File: src/design/trs_pkg.sv
// Shared types, constants and arithmetic helpers for the model matrix composer
package trs_pkg;

  localparam int FRAC_BITS   = 16;
  localparam int ANGLE_BITS  = 16;
  localparam int CORDIC_STEPS = 28;
  localparam int CW          = 34;  // cordic datapath width, Q2.30 plus headroom
  localparam int ZW          = 33;  // residual angle width
  localparam int PW          = 32;  // phase width
  localparam int MW          = 33;  // rotation element width (Q2.30, |v| <= ~2)

  localparam logic signed [CW-1:0] CORDIC_X0 = CW'(652032874);
  localparam logic signed [63:0] HALF_Q30 = 64'sd536870912;

  typedef struct packed {
    logic signed [31:0] pos_x;
    logic signed [31:0] pos_y;
    logic signed [31:0] pos_z;
    logic [15:0]        angle_x;
    logic [15:0]        angle_y;
    logic [15:0]        angle_z;
    logic signed [31:0] scale_x;
    logic signed [31:0] scale_y;
    logic signed [31:0] scale_z;
  } in_item_t;

  typedef struct packed {
    logic signed [31:0] col0_x;
    logic signed [31:0] col0_y;
    logic signed [31:0] col0_z;
    logic signed [31:0] col1_x;
    logic signed [31:0] col1_y;
    logic signed [31:0] col1_z;
    logic signed [31:0] col2_x;
    logic signed [31:0] col2_y;
    logic signed [31:0] col2_z;
    logic signed [31:0] trans_x;
    logic signed [31:0] trans_y;
    logic signed [31:0] trans_z;
  } out_item_t;

  // One cordic lane: x, y, residual z and quadrant
  typedef struct packed {
    logic signed [CW-1:0] x;
    logic signed [CW-1:0] y;
    logic signed [ZW-1:0] z;
    logic [1:0]           q;
  } lane_t;

  typedef struct packed {
    lane_t lx;
    lane_t ly;
    lane_t lz;
  } cell_data_t;

  function automatic logic signed [ZW-1:0] atan_of(input int i);
    logic [31:0] t;
    case (i)
      0: t = 32'h20000000;  1: t = 32'h12E4051E;  2: t = 32'h09FB385B;
      3: t = 32'h051111D4;  4: t = 32'h028B0D43;  5: t = 32'h0145D7E1;
      6: t = 32'h00A2F61E;  7: t = 32'h00517C55;  8: t = 32'h0028BE53;
      9: t = 32'h00145F2F; 10: t = 32'h000A2F98; 11: t = 32'h000517CC;
      12: t = 32'h00028BE6; 13: t = 32'h000145F3; 14: t = 32'h0000A2FA;
      15: t = 32'h0000517D; 16: t = 32'h000028BE; 17: t = 32'h0000145F;
      18: t = 32'h00000A30; 19: t = 32'h00000518; 20: t = 32'h0000028C;
      21: t = 32'h00000146; 22: t = 32'h000000A3; 23: t = 32'h00000051;
      24: t = 32'h00000029; 25: t = 32'h00000014; 26: t = 32'h0000000A;
      default: t = 32'h00000005;
    endcase
    return ZW'(t);
  endfunction

  // Round a Q2.30 x Q2.30 product back to Q2.30
  function automatic logic signed [MW-1:0] mul_q30(input logic signed [MW-1:0] a,
                                                   input logic signed [MW-1:0] b);
    logic signed [65:0] p;
    p = 66'(a) * 66'(b) + 66'(HALF_Q30);
    return MW'(p >>> 30);
  endfunction

  // Load a lane from an angle: split quadrant, keep signed remainder
  function automatic lane_t lane_load(input logic [15:0] angle);
    logic [PW-1:0] phase;
    logic [PW-1:0] sum;
    lane_t l;
    phase = PW'(angle[ANGLE_BITS-1:0]) << (PW - ANGLE_BITS);
    sum   = phase + 32'h20000000;
    l.q   = sum[31:30];
    l.x   = CORDIC_X0;
    l.y   = '0;
    l.z   = ZW'($signed(phase - {l.q, 30'd0}));
    return l;
  endfunction

endpackage

File: src/design/trs_cordic_cell.sv
// One CORDIC rotation step for three angle lanes, registered
module trs_cordic_cell (
  input  logic                    clk,
  input  logic                    rst_n,
  input  logic [4:0]              step,
  input  logic                    vld_in,
  input  trs_pkg::cell_data_t     d_in,
  input  trs_pkg::in_item_t       item_in,
  output logic                    vld_out,
  output trs_pkg::cell_data_t     d_out,
  output trs_pkg::in_item_t       item_out
);

  logic                vld_r;
  trs_pkg::cell_data_t d_r, d_nxt;
  trs_pkg::in_item_t   item_r;

  function automatic trs_pkg::lane_t rot(input trs_pkg::lane_t l, input logic [4:0] s);
    trs_pkg::lane_t o;
    logic signed [trs_pkg::ZW-1:0] a;
    a = trs_pkg::atan_of(int'(s));
    o.q = l.q;
    if (!l.z[trs_pkg::ZW-1]) begin
      o.x = l.x - (l.y >>> s);
      o.y = l.y + (l.x >>> s);
      o.z = l.z - a;
    end else begin
      o.x = l.x + (l.y >>> s);
      o.y = l.y - (l.x >>> s);
      o.z = l.z + a;
    end
    return o;
  endfunction

  always_comb begin
    d_nxt.lx = rot(d_in.lx, step);
    d_nxt.ly = rot(d_in.ly, step);
    d_nxt.lz = rot(d_in.lz, step);
  end

  always_ff @(posedge clk) begin
    if (!rst_n) begin
      vld_r <= 1'b0;
    end else begin
      vld_r <= vld_in;
    end
    d_r    <= d_nxt;
    item_r <= item_in;
  end

  assign vld_out  = vld_r;
  assign d_out    = d_r;
  assign item_out = item_r;

endmodule

File: config.mk
export PLATFORM = sky130hd
export DESIGN_NAME = trs_cordic_cell
export DESIGN_NICKNAME = d
export VERILOG_FILES = /design/src/design/trs_pkg.sv /design/src/design/trs_cordic_cell.sv
export SDC_FILE = /design/constraint.sdc
export NUM_CORES = 2
export LEC_CHECK = 0
export ABC_AREA = 1
export BUFFER_PORTS_ARGS = -buffer_cell sky130_fd_sc_hd__buf_2
export CAP_MARGIN = 20
export CORE_AREA = 2 2 430 432
export CTS_BUF_LIST = sky130_fd_sc_hd__clkbuf_8
export DETAILED_ROUTE_END_ITERATION = 8
export DIE_AREA = 0 0 432 434
export GPL_TIMING_DRIVEN = 0
export HOLD_SLACK_MARGIN = 0.15
export PLACE_DENSITY = 0.4
export SLEW_MARGIN = 10
export SYNTH_ARGS = -nofsm -noshare
export SYNTH_HDL_FRONTEND = slang
export SYNTH_SLANG_ARGS = --single-unit
File: constraint.sdc
create_clock -name clk -period 10.43 [get_ports clk]
set_clock_uncertainty 0.05 [all_clocks]
set_input_delay 0.5215 -clock clk [delete_from_list [all_inputs] [get_ports clk]]
set_output_delay 0.5215 -clock clk [all_outputs]
set_load 0.03 [all_outputs]
==> results.json <==
{
  "die_w_um": 432,
  "die-area_mm2": 0.1875,
  "grt_pass1_vias": 59913,
  "yosys.area.top_type": "dfxtp_1",
  "ys_ff_latch": 550,
  "yosys.cell_count.top_type": "nand2_1",
  "clkTransAtPathRegs_ps": 60,
  "clockBufferDepth": 3,
  "grt_start_max_net_pins": 18,
  "synth_area_mm2": 0.04576,
  "rsz0062_at_grt": "no",
  "irDropWorstVdd_uv": 130.1,
  "antenna_found_initial": 95,
  "cp_data_arrival_time_ps": 7550,
  "gp_congestion": 1.070,
  "row_count": 157,
  "drt_iter0_drc": 6263,
  "path_class": "in -> reg",
  "yosysSeqAreaShare_pct": 24.06,
  "nets": 10099,
  "die_h_um": 434,
  "end_kind": "register",
  "ys_types": 53,
  "preCtsSetupSlack_ps": 2953,
  "dp_hpwl_um": 322900,
  "cts_sinks": 550,
  "postCtsHoldBufs": 606,
  "holdWs_ps": 212.9,
  "ys.warnings.count": 0,
  "worst_slack_ps": 3537,
  "power_mw": 11.34,
  "fmax_mhz": 145.1,
  "fp.coreArea_mm2": 0.1825,
  "hold_class": "in -> reg",
  "grt_use_total_pct": 40.03,
  "htreeDepth": 3,
  "synthCells": 7388,
  "cp_max_fo": 12,
  "syn_to_final_growth_pct": 38.38,
  "clock-root-buffer": "clkbuf_8",
  "initial_utilization_pct": 25.08,
  "synth_common_cells": "2,380 x nand2_1, 1,119 x nand3_1, 649 x inv_1, 550 x dfxtp_1, 540 x nor2_1",
  "syn_area_per_cell_um2": 6.194,
  "tns_ps": 0,
  "cts_setup_buffers": 0,
  "drive_above_1_share_pct": 16.86,
  "synth_edf_count": 0,
  "power.density_mw_per_mm2": 179.1,
  "grt_pass1_wl_um": 511800,
  "design_area_mm2": 0.06332,
  "postPlaceCellArea_mm2": 0.05454,
  "period_share_pct": 66.09,
  "status": "finished, final reports clean",
  "drv_slew": 0,
  "drc": 0,
  "yosysTopAreaCellShare_pct": 24.06,
  "viasPerCell": 5.281,
  "numCtsBuffers": 106,
  "wl_per_cell_um": 33.21,
  "crit_required_ps": 11090,
  "postRouteAntennaNets": 0,
  "ioPinCount": 1107,
  "start_kind": "primary input",
  "cts-resized-gates": 0,
  "portBuffers": 1103,
  "routed_wl_um": 392400,
  "grt_overflow": 0,
  "ys.flop_type": "dfxtp_1",
  "cts_tree": "done",
  "synth_fp_nets": 8262,
  "post-route-min-period_ps": 6893,
  "tightest_slew_ps": 1251,
  "vias": 62395,
  "relSlewSlack_pct": 16.61,
  "hold_viol_final": 0,
  "setup_viol": 0,
  "maxCapViolCount": 0,
  "async_reset_ff_share_pct": 0,
  "drtPass1Iterations": 6,
  "synth_area_leaders": "dfxtp_1 24%, nand2_1 20%, nand3_1 12%",
  "p_leak_nw": 32.53
}
[cell families (layout without fill, tap and decap cells)]
group | Yosys count | after routing | share of synthesized area (%)
AND/OR/NAND/NOR | 4227 | 4227 | 38.93
buffers and inverters | 941 | 2861 | 8.626
XOR/XNOR | 423 | 423 | 8.096
adder cells (fa/ha/maj) | 317 | 317 | 8.815
other | 0 | 122 | 0
AO/OA/AOI/OAI | 930 | 930 | 11.48
flip-flops | 550 | 550 | 24.06
[worst paths after layout]
kind                 start         to  slack, ps  depth (start not counted)
setup / recovery   step[1]  d_out[34]       3540                         25
hold / removal    d_in[54]  d_out[54]        210                          3
[cells in the final DEF, fill, tap and decap left out, drive strengths merged, types with 168 or more instances in the layout]
cell	n
nand2	2391
xor2	255
inv	707
buf	1310
a21oi	366
dlygate4sd3	606
xnor2	168
dfxtp	550
o21ai	311
ha	308
nor2	585
clkbuf	196
nand3	1125
[critical path, stage by stage]
cell and delay, ps:
buf_2 160, inv_2 120, buf_2 450, buf_2 670, ha_1 310, inv_1 110, nor2_1 190, inv_1 180
a31oi_1 160, nand2_1 60, nand2_1 420, inv_1 100, ha_1 240, xor2_1 190, o21ai_0 720, ha_1 430
nand3_1 100, nand2_1 100, a21oi_1 280, o21ai_0 290, a21boi_0 590, o21ai_0 350, a21oi_1 420, nand3b_1 160
nand2_1 180
[metrics by stage]
stage | utilization, % | std cells
after floorplan | - | 7388
after global placement | 29.74 | 10876
after detailed placement | 29.89 | 10894
after CTS | 34.52 | 11691
after global routing | 34.67 | 11792
final | 34.70 | 11815
[power by group]
part	switching, mW	internal, mW	total [mW]
logic	4.24	1.71	5.95
registers	0.244	2.65	2.90
clock network	1.13	1.36	2.50
total	5.62	5.72	11.3
[flip-flops by register name (all words and copies together) (netlist names)]
| signal | count |
|---|---|
| item_out | 240 |
| d_out | 309 |
| vld_out | 1 |
[per-layer routing]
metal	track usage [%]	part of all wire (%)	vias up
met4	30.24	8.4	22
li1	-	-	28111
met1	47.86	40	29862
met5	2.316	0.034	-
met2	61.30	43	3455
met3	10.29	8.5	945
[layout make-up]
type                            instances  area [um2]
Timing Repair Buffer                 1729       11870
Inverter                              688        2582
Multi-Input combinational cell       5897       30800
Buffer                                253        1389
Clock inverter                         61       588.1
Sequential cell                       550       11010
Fill cell                           20441      119200
Tap cell                             2385        2984
Antenna cell                          122       305.3
Clock buffer                          130        1789
No activity file was read; power rests on OpenSTA's default activity.
